$ cat src/glba_pkg.sv
// types and fixed widths for the greedy load balancing assigner
package glba_pkg;

    localparam int WEIGHT_W    = 31;
    localparam int LOAD_W      = 37;
    localparam int JOB_INDEX_W = 6;
    localparam int WORKER_W    = 4;
    localparam int PROCS_W     = 5;

    localparam logic [PROCS_W-1:0] PROCS_RESET = 5'd2;

    // one sort entry: arrival index and its weight
    typedef struct packed {
        logic [JOB_INDEX_W-1:0] idx;
        logic [WEIGHT_W-1:0]    weight;
    } job_entry_t;

    typedef enum logic [3:0] {
        ST_IDLE,
        ST_SORT_I,
        ST_SORT_CUR,
        ST_SORT_CMP,
        ST_SORT_WB,
        ST_ASN_READ,
        ST_ASN_LOAD,
        ST_ASN_SCAN,
        ST_ASN_UPDATE,
        ST_OUT_READ,
        ST_OUT_SHOW
    } state_t;

endpackage

$ cat src/greedy_load_balance_assign_core.sv
// Greedy load balancing job assigner (longest processing time first). Job weights
// are taken one request per cycle while the block is idle and stored in arrival
// order; requests beyond MAX_JOBS are dropped and flagged. A request with last_job
// closes the batch and in_ready falls until the last result has been taken. The
// batch of n jobs is then ordered by an exchange sort through one read and one
// write port of the job memory, one compare per cycle. Each job then walks the
// worker loads with a single comparator. Results come out in arrival order, each
// held until out_ready takes it. The num_procs register may be written at any
// time the block is idle; cfg_ready is always high.
module greedy_load_balance_assign_core #(
    parameter int MAX_JOBS  = 64,
    parameter int MAX_PROCS = 16
) (
    input  logic                               clk,
    input  logic                               rst_n,
    input  logic                               cfg_valid,
    output logic                               cfg_ready,
    input  logic [glba_pkg::PROCS_W-1:0]       cfg_data,
    input  logic                               in_valid,
    output logic                               in_ready,
    input  logic [glba_pkg::WEIGHT_W-1:0]      job_weight,
    input  logic                               last_job,
    output logic                               out_valid,
    input  logic                               out_ready,
    output logic [glba_pkg::JOB_INDEX_W-1:0]   job_index,
    output logic [glba_pkg::WORKER_W-1:0]      worker,
    output logic                               dropped_jobs,
    output logic                               last_result
);

    localparam int IW     = $clog2(MAX_JOBS);
    localparam int CW     = $clog2(MAX_JOBS + 1);
    localparam int WID    = $clog2(MAX_PROCS);
    localparam int PCW    = $clog2(MAX_PROCS + 1);
    localparam int LW     = glba_pkg::LOAD_W;
    localparam int IDX_W  = glba_pkg::JOB_INDEX_W;
    localparam int WRK_W  = glba_pkg::WORKER_W;
    localparam int PRC_W  = glba_pkg::PROCS_W;

    glba_pkg::state_t state_reg, state_next;

    logic [PRC_W-1:0]   num_procs_reg;
    logic [CW-1:0]      count_reg;
    logic               overflow_reg;
    logic [IW-1:0]      i_reg, j_reg, k_reg;
    logic [PCW-1:0]     w_reg;
    logic [WID-1:0]     best_reg;
    logic [LW-1:0]      best_load_reg;
    logic [LW-1:0]      load_reg [MAX_PROCS];

    glba_pkg::job_entry_t cur_reg;
    glba_pkg::job_entry_t rd_reg;
    logic [WID-1:0]       asn_rd_reg;

    glba_pkg::job_entry_t order_mem [MAX_JOBS];
    logic [WID-1:0]       assign_mem [MAX_JOBS];

    // memory port controls
    logic                 mem_we, mem_re;
    logic [IW-1:0]        mem_waddr, mem_raddr;
    glba_pkg::job_entry_t mem_wdata;
    logic                 asn_we, asn_re;
    logic [IW-1:0]        asn_waddr;

    logic [PCW-1:0] procs_eff;
    logic [CW-1:0]  count_m1;
    logic           store_room;
    logic           i_more, j_end, k_end, swap;
    logic           scan_more, scan_better;
    logic [LW-1:0]  scan_load;

    // clamp num_procs to 2..MAX_PROCS
    always_comb
    begin
        priority if (num_procs_reg < PRC_W'(2))
            procs_eff = PCW'(2);
        else if (num_procs_reg > PRC_W'(MAX_PROCS))
            procs_eff = PCW'(MAX_PROCS);
        else
            procs_eff = PCW'(num_procs_reg);
    end

    assign count_m1    = count_reg - CW'(1);
    assign store_room  = count_reg < CW'(MAX_JOBS);
    assign i_more      = (CW'(i_reg) + CW'(1)) < count_reg;
    assign j_end       = j_reg == (i_reg + IW'(1));
    assign k_end       = (CW'(k_reg) + CW'(1)) == count_reg;
    assign swap        = cur_reg.weight < rd_reg.weight;
    assign scan_more   = w_reg < procs_eff;
    assign scan_load   = load_reg[w_reg[WID-1:0]];
    assign scan_better = scan_load < best_load_reg;

    assign cfg_ready    = 1'b1;
    assign job_index    = IDX_W'(k_reg);
    assign worker       = WRK_W'(asn_rd_reg);
    assign dropped_jobs = overflow_reg;
    assign last_result  = k_end;

    // next state
    always_comb
    begin
        state_next = state_reg;
        unique case (state_reg)
            glba_pkg::ST_IDLE:
                if (in_valid && last_job)
                    state_next = glba_pkg::ST_SORT_I;
            glba_pkg::ST_SORT_I:
                state_next = i_more ? glba_pkg::ST_SORT_CUR : glba_pkg::ST_ASN_READ;
            glba_pkg::ST_SORT_CUR:
                state_next = glba_pkg::ST_SORT_CMP;
            glba_pkg::ST_SORT_CMP:
                if (j_end)
                    state_next = glba_pkg::ST_SORT_WB;
            glba_pkg::ST_SORT_WB:
                state_next = glba_pkg::ST_SORT_I;
            glba_pkg::ST_ASN_READ:
                state_next = glba_pkg::ST_ASN_LOAD;
            glba_pkg::ST_ASN_LOAD:
                state_next = glba_pkg::ST_ASN_SCAN;
            glba_pkg::ST_ASN_SCAN:
                if (!scan_more)
                    state_next = glba_pkg::ST_ASN_UPDATE;
            glba_pkg::ST_ASN_UPDATE:
                state_next = k_end ? glba_pkg::ST_OUT_READ : glba_pkg::ST_ASN_READ;
            glba_pkg::ST_OUT_READ:
                state_next = glba_pkg::ST_OUT_SHOW;
            glba_pkg::ST_OUT_SHOW:
                if (out_ready)
                    state_next = k_end ? glba_pkg::ST_IDLE : glba_pkg::ST_OUT_READ;
            default:
                state_next = glba_pkg::ST_IDLE;
        endcase
    end

    // handshake and memory port outputs
    always_comb
    begin
        in_ready  = 1'b0;
        out_valid = 1'b0;
        mem_we    = 1'b0;
        mem_re    = 1'b0;
        mem_waddr = i_reg;
        mem_raddr = i_reg;
        mem_wdata = cur_reg;
        asn_we    = 1'b0;
        asn_re    = 1'b0;
        asn_waddr = rd_reg.idx[IW-1:0];
        unique case (state_reg)
            glba_pkg::ST_IDLE:
            begin
                in_ready = 1'b1;
                if (in_valid && store_room)
                begin
                    mem_we           = 1'b1;
                    mem_waddr        = count_reg[IW-1:0];
                    mem_wdata.idx    = IDX_W'(count_reg);
                    mem_wdata.weight = job_weight;
                end
            end
            glba_pkg::ST_SORT_I:
                mem_re = i_more;
            glba_pkg::ST_SORT_CUR:
            begin
                mem_re    = 1'b1;
                mem_raddr = count_m1[IW-1:0];
            end
            glba_pkg::ST_SORT_CMP:
            begin
                // write back the displaced entry, fetch the next one down
                mem_we    = swap;
                mem_waddr = j_reg;
                mem_re    = !j_end;
                mem_raddr = j_reg - IW'(1);
            end
            glba_pkg::ST_SORT_WB:
                mem_we = 1'b1;
            glba_pkg::ST_ASN_READ:
            begin
                mem_re    = 1'b1;
                mem_raddr = k_reg;
            end
            glba_pkg::ST_ASN_LOAD,
            glba_pkg::ST_ASN_SCAN:
                mem_re = 1'b0;
            glba_pkg::ST_ASN_UPDATE:
                asn_we = 1'b1;
            glba_pkg::ST_OUT_READ:
                asn_re = 1'b1;
            glba_pkg::ST_OUT_SHOW:
                out_valid = 1'b1;
            default:
                in_ready = 1'b0;
        endcase
    end

    // control registers
    always_ff @(posedge clk or negedge rst_n)
    begin
        if (!rst_n)
        begin
            state_reg     <= glba_pkg::ST_IDLE;
            num_procs_reg <= glba_pkg::PROCS_RESET;
            count_reg     <= '0;
            overflow_reg  <= 1'b0;
            i_reg         <= '0;
            j_reg         <= '0;
            k_reg         <= '0;
            w_reg         <= '0;
            best_reg      <= '0;
            for (int p = 0; p < MAX_PROCS; p++)
                load_reg[p] <= '0;
        end
        else
        begin
            state_reg <= state_next;
            if (cfg_valid && cfg_ready)
                num_procs_reg <= cfg_data;
            unique case (state_reg)
                glba_pkg::ST_IDLE:
                    if (in_valid)
                    begin
                        if (store_room)
                            count_reg <= count_reg + CW'(1);
                        else
                            overflow_reg <= 1'b1;
                        i_reg <= '0;
                    end
                glba_pkg::ST_SORT_I:
                    k_reg <= '0;
                glba_pkg::ST_SORT_CUR:
                    j_reg <= count_m1[IW-1:0];
                glba_pkg::ST_SORT_CMP:
                    if (!j_end)
                        j_reg <= j_reg - IW'(1);
                glba_pkg::ST_SORT_WB:
                    i_reg <= i_reg + IW'(1);
                glba_pkg::ST_ASN_LOAD:
                begin
                    best_reg <= WID'(1);
                    w_reg    <= PCW'(2);
                end
                glba_pkg::ST_ASN_SCAN:
                    if (scan_more)
                    begin
                        if (scan_better)
                            best_reg <= w_reg[WID-1:0];
                        w_reg <= w_reg + PCW'(1);
                    end
                glba_pkg::ST_ASN_UPDATE:
                begin
                    load_reg[best_reg] <= best_load_reg + LW'(rd_reg.weight);
                    k_reg              <= k_end ? '0 : k_reg + IW'(1);
                end
                glba_pkg::ST_OUT_SHOW:
                    if (out_ready)
                    begin
                        if (k_end)
                        begin
                            count_reg    <= '0;
                            overflow_reg <= 1'b0;
                            for (int p = 0; p < MAX_PROCS; p++)
                                load_reg[p] <= '0;
                        end
                        else
                            k_reg <= k_reg + IW'(1);
                    end
                default:
                    k_reg <= k_reg;
            endcase
        end
    end

    // datapath registers
    always_ff @(posedge clk)
    begin
        unique case (state_reg)
            glba_pkg::ST_SORT_CUR:
                cur_reg <= rd_reg;
            glba_pkg::ST_SORT_CMP:
                if (swap)
                    cur_reg <= rd_reg;
            glba_pkg::ST_ASN_LOAD:
                best_load_reg <= load_reg[1];
            glba_pkg::ST_ASN_SCAN:
                if (scan_more && scan_better)
                    best_load_reg <= scan_load;
            default:
                cur_reg <= cur_reg;
        endcase
    end

    // job memory: one write and one registered read per cycle
    always_ff @(posedge clk)
    begin
        if (mem_we)
            order_mem[mem_waddr] <= mem_wdata;
        if (mem_re)
            rd_reg <= order_mem[mem_raddr];
    end

    // assignment memory
    always_ff @(posedge clk)
    begin
        if (asn_we)
            assign_mem[asn_waddr] <= best_reg;
        if (asn_re)
            asn_rd_reg <= assign_mem[k_reg];
    end

endmodule

$ cat config.mk
export PLATFORM = sky130hd
export DESIGN_NAME = greedy_load_balance_assign_core
export DESIGN_NICKNAME = d
export VERILOG_FILES = /design/src/glba_pkg.sv /design/src/greedy_load_balance_assign_core.sv
export SDC_FILE = /design/constraint.sdc
export NUM_CORES = 2
export LEC_CHECK = 0
export BUFFER_PORTS_ARGS = -buffer_cell sky130_fd_sc_hd__buf_4
export CORE_MARGIN = 2
export CORE_UTILIZATION = 40
export DETAILED_ROUTE_END_ITERATION = 16
export HOLD_SLACK_MARGIN = 0.05
export PLACE_DENSITY = 0.57
export SLEW_MARGIN = 25
export SYNTH_ARGS = -nofsm -noshare
export SYNTH_HDL_FRONTEND = slang
export SYNTH_SLANG_ARGS = --single-unit
$ cat constraint.sdc
create_clock -name clk -period 5.2 [get_ports clk]
set_input_delay 0.26 -clock clk [delete_from_list [all_inputs] [get_ports clk]]
set_output_delay 0.26 -clock clk [all_outputs]
set_load 0.02 [all_outputs]
==> flow_summary.yaml <==
cells_and_area:
  stdcell_count: 14900
  nNetsFinal: 10200
  largest_reg_flops: 2368
  syn_to_final_growth_pct: 15.2
  drive_gt1_share_pct: 16.0
  n_fill_cell: 29900
logic_synthesis:
  yosysWarnings: 0
  ys_ff_latch: 3375
  synth_edf_count: 2739
  synth_top_area_share_pct: 59.3
  yosysUniqueCellTypes: 99
  synthArstFlopShare_pct: 18.8
  syn_inst: 9775
  synth_area_leader_cell: "edfxtp_1"
  seq_area_frac_synth_pct: 70.8
  synth_area_leaders: "edfxtp_1, dfrtp_1, mux4_2"
  avgSynthCellArea_um2: 14.2
  synth.net_count: 9931
  syn_area_um2: 139000
  synth_top_flop_cell: "edfxtp_1"
timing:
  finalCritPeriodShare_pct: 99.9
  holdWs_ns: 0.204
  final.setup.tns_ns: 0
  setup_viol: 0
  drv_slew: 0
  worst_slew_pin_slew_ns: 1.14
  fin_crit_ns: 5.19
  slew-limit-headroom_pct: 23.8
  rsz0062_at_grt: "false"
  final_hold_viol_count: 0
  fmax_mhz: 193
  clock_skew_ns: 0.0737
clock_tree:
  htree_levels: 5
  cts_buffer_depth: 4
  clock_latency_ns: 0.98
  path_clk_slew_ns: 0.06
  tritoncts: "yes"
  root_buffer: "clkbuf_16"
  cts_inserted_buffers: 357
  clock-sinks: 3375
power:
  ir_drop_uv: 776
  total_power_w: 0.119
  powerDensity_nw_per_um2: 743
  power_leakage_nw: 57.2
flow_run:
  drv_cap: 0
critical_path:
  critical_path_class: "flop to flop"
  critPathArrivalTime_ns: 5.87
  critPathLaunchType: "flop"
  critPathRequiredTime_ns: 5.88
  worst_setup_path_end_kind: "flop"
  cp_max_fo: 34
global_routing:
  antenna_found_initial: 23
  grt_max_degree: 110
  grt_overflow: 0
  grt_pass1_wl_mm: 632
  grt_usage_pct: 24.6
  grt_pass1_vias: 86700
route:
  drt_pass1_iterations: 5
  routed-via-count: 89700
  drt-initial-drc-count: 11600
  wirelength_mm: 440
  ant_nets: 0
  wl_per_cell_um: 29.5
  drc_errors: 0
  vias_per_cell: 6.01
floorplan:
  dieArea_um2: 351000
  row_count: 216
  initial_core_util_pct: 40.1
  die_y_um: 593
  die_x_um: 593
  fp.coreArea_um2: 346000
  num_io_pins: 57
min_path:
  hold_class: "input port to flop"
status:
  status: "completed"
place:
  io_buffers: 55
  dpl.hpwl_mm: 271
  gp_congestion: 0.902
  dp_cells: 14200
==> per-layer routing <==
| metal | up-vias | share of wire [%] | routed length (um) | global-route usage [%] |
|---|---|---|---|---|
| met1 | 46500 | 41 | 178000 | 34.2 |
| li1 | 37700 | - | - | - |
| met3 | 835 | 9.0 | 39600 | 4.15 |
| met2 | 4674 | 47 | 206000 | 39.3 |
| met4 | 6 | 3.7 | 16200 | 8.61 |
| met5 | - | 0.0077 | 34 | 0 |
==> what timing repair did <==
action,CTS,global route
buffers inserted,0,2
gates resized for setup,0,1
hold buffers,27,0
setup endpoints to repair,0,32
endpoints found under the hold margin,183,0
==> area by class of cell <==
cell class	instances	area [um2]	area share [%]
Clock buffer	468	9550	5.98
Clock inverter	180	2100	1.32
Timing Repair Buffer	581	5340	3.35
Multi-Input combinational cell	5640	38300	24.0
Antenna cell	10	25.0	0.0157
Inverter	103	387	0.242
Tap cell	4578	5730	3.59
Sequential cell	3375	98200	61.5
==> per-stage QoR <==
step                setup WS, ns  util, %  instance area [um2]
global placement           0.136     42.7               148000
detailed placement         0.116     42.7               148000
floorplan                 -0.480        -               139000
finish                   0.00702     46.2               160000
global route             0.00286     46.2               160000
CTS                       0.0758     46.2               160000
==> worst paths after layout <==
| path | startpoint | to | slack, ns | depth (start not counted) |
|---|---|---|---|---|
| min | job_weight[8] | order_mem[33][8] | 0.20 | 3 |
| max reg2reg | state_reg[3] | rd_reg[6] | 0.007 | 9 |
| min reg2reg | load_reg[38] | load_reg[38] | 0.47 | 2 |
| min in group asynchronous | rst_n | best_reg[2] | 0.36 | 3 |
| max | state_reg[3] | rd_reg[6] | 0.007 | 9 |
| max in group asynchronous | rst_n | load_reg[357] | 3.90 | 4 |
==> layout by cell type, fill, tap and decap left out, types with 81 or more instances in the layout <==
master and instances:
inv_1 102, a21oi_1 231, clkbuf_1 93, o21ai_0 352, dfrtp_1 625, a22o_1 355, nand2_1 1932, mux2i_1 219
buf_4 482, ha_1 113, clkbuf_16 359, nand3_1 799, mux4_2 329, a31oi_1 81, edfxtp_1 2739, nor2_1 152
==> synthesized netlist by cell type, drive strengths merged (48+ instances only) <==
| library cell | number |
|---|---|
| nand3 | 803 |
| mux4 | 329 |
| clkbuf | 350 |
| nand4 | 56 |
| nor2 | 177 |
| inv | 102 |
| a221o | 63 |
| dfrtp | 635 |
| mux2 | 48 |
| edfxtp | 2739 |
| mux2i | 219 |
| a21o | 53 |
| nand2 | 1967 |
| a21oi | 233 |
| ha | 113 |
| nor3 | 92 |
| buf | 307 |
| and3 | 73 |
| a22oi | 74 |
| o22ai | 60 |
| a31oi | 81 |
| a22o | 355 |
| o21ai | 428 |
==> where the power goes <==
part           internal [W]  switching [W]
clock                0.0147         0.0109
combinational        0.0164         0.0388
sequential           0.0359        0.00185
total                0.0670         0.0516
==> cells by family after synthesis <==
logic type	after synthesis	synth area share (%)
mux	596	7.32
flops	3375	70.8
simple gates	3294	10.3
buf+inv	760	2.29
fa+ha+maj	114	1.03
compound gates	1582	7.90
other cells	1	0.00271
xor+xnor	53	0.335
==> worst max-delay path, cell delays in order, from the launching register on <==
cell and delay [ns]:
dfrtp_1 0.56, and4bb_1 0.32, a21oi_2 0.55, a21o_4 0.72, buf_12 0.31, buf_4 0.31, mux4_2 0.59, a2111oi_1 1.04
buf_4 0.31, nand4_1 0.11
Power figures use the tool's default switching activity.
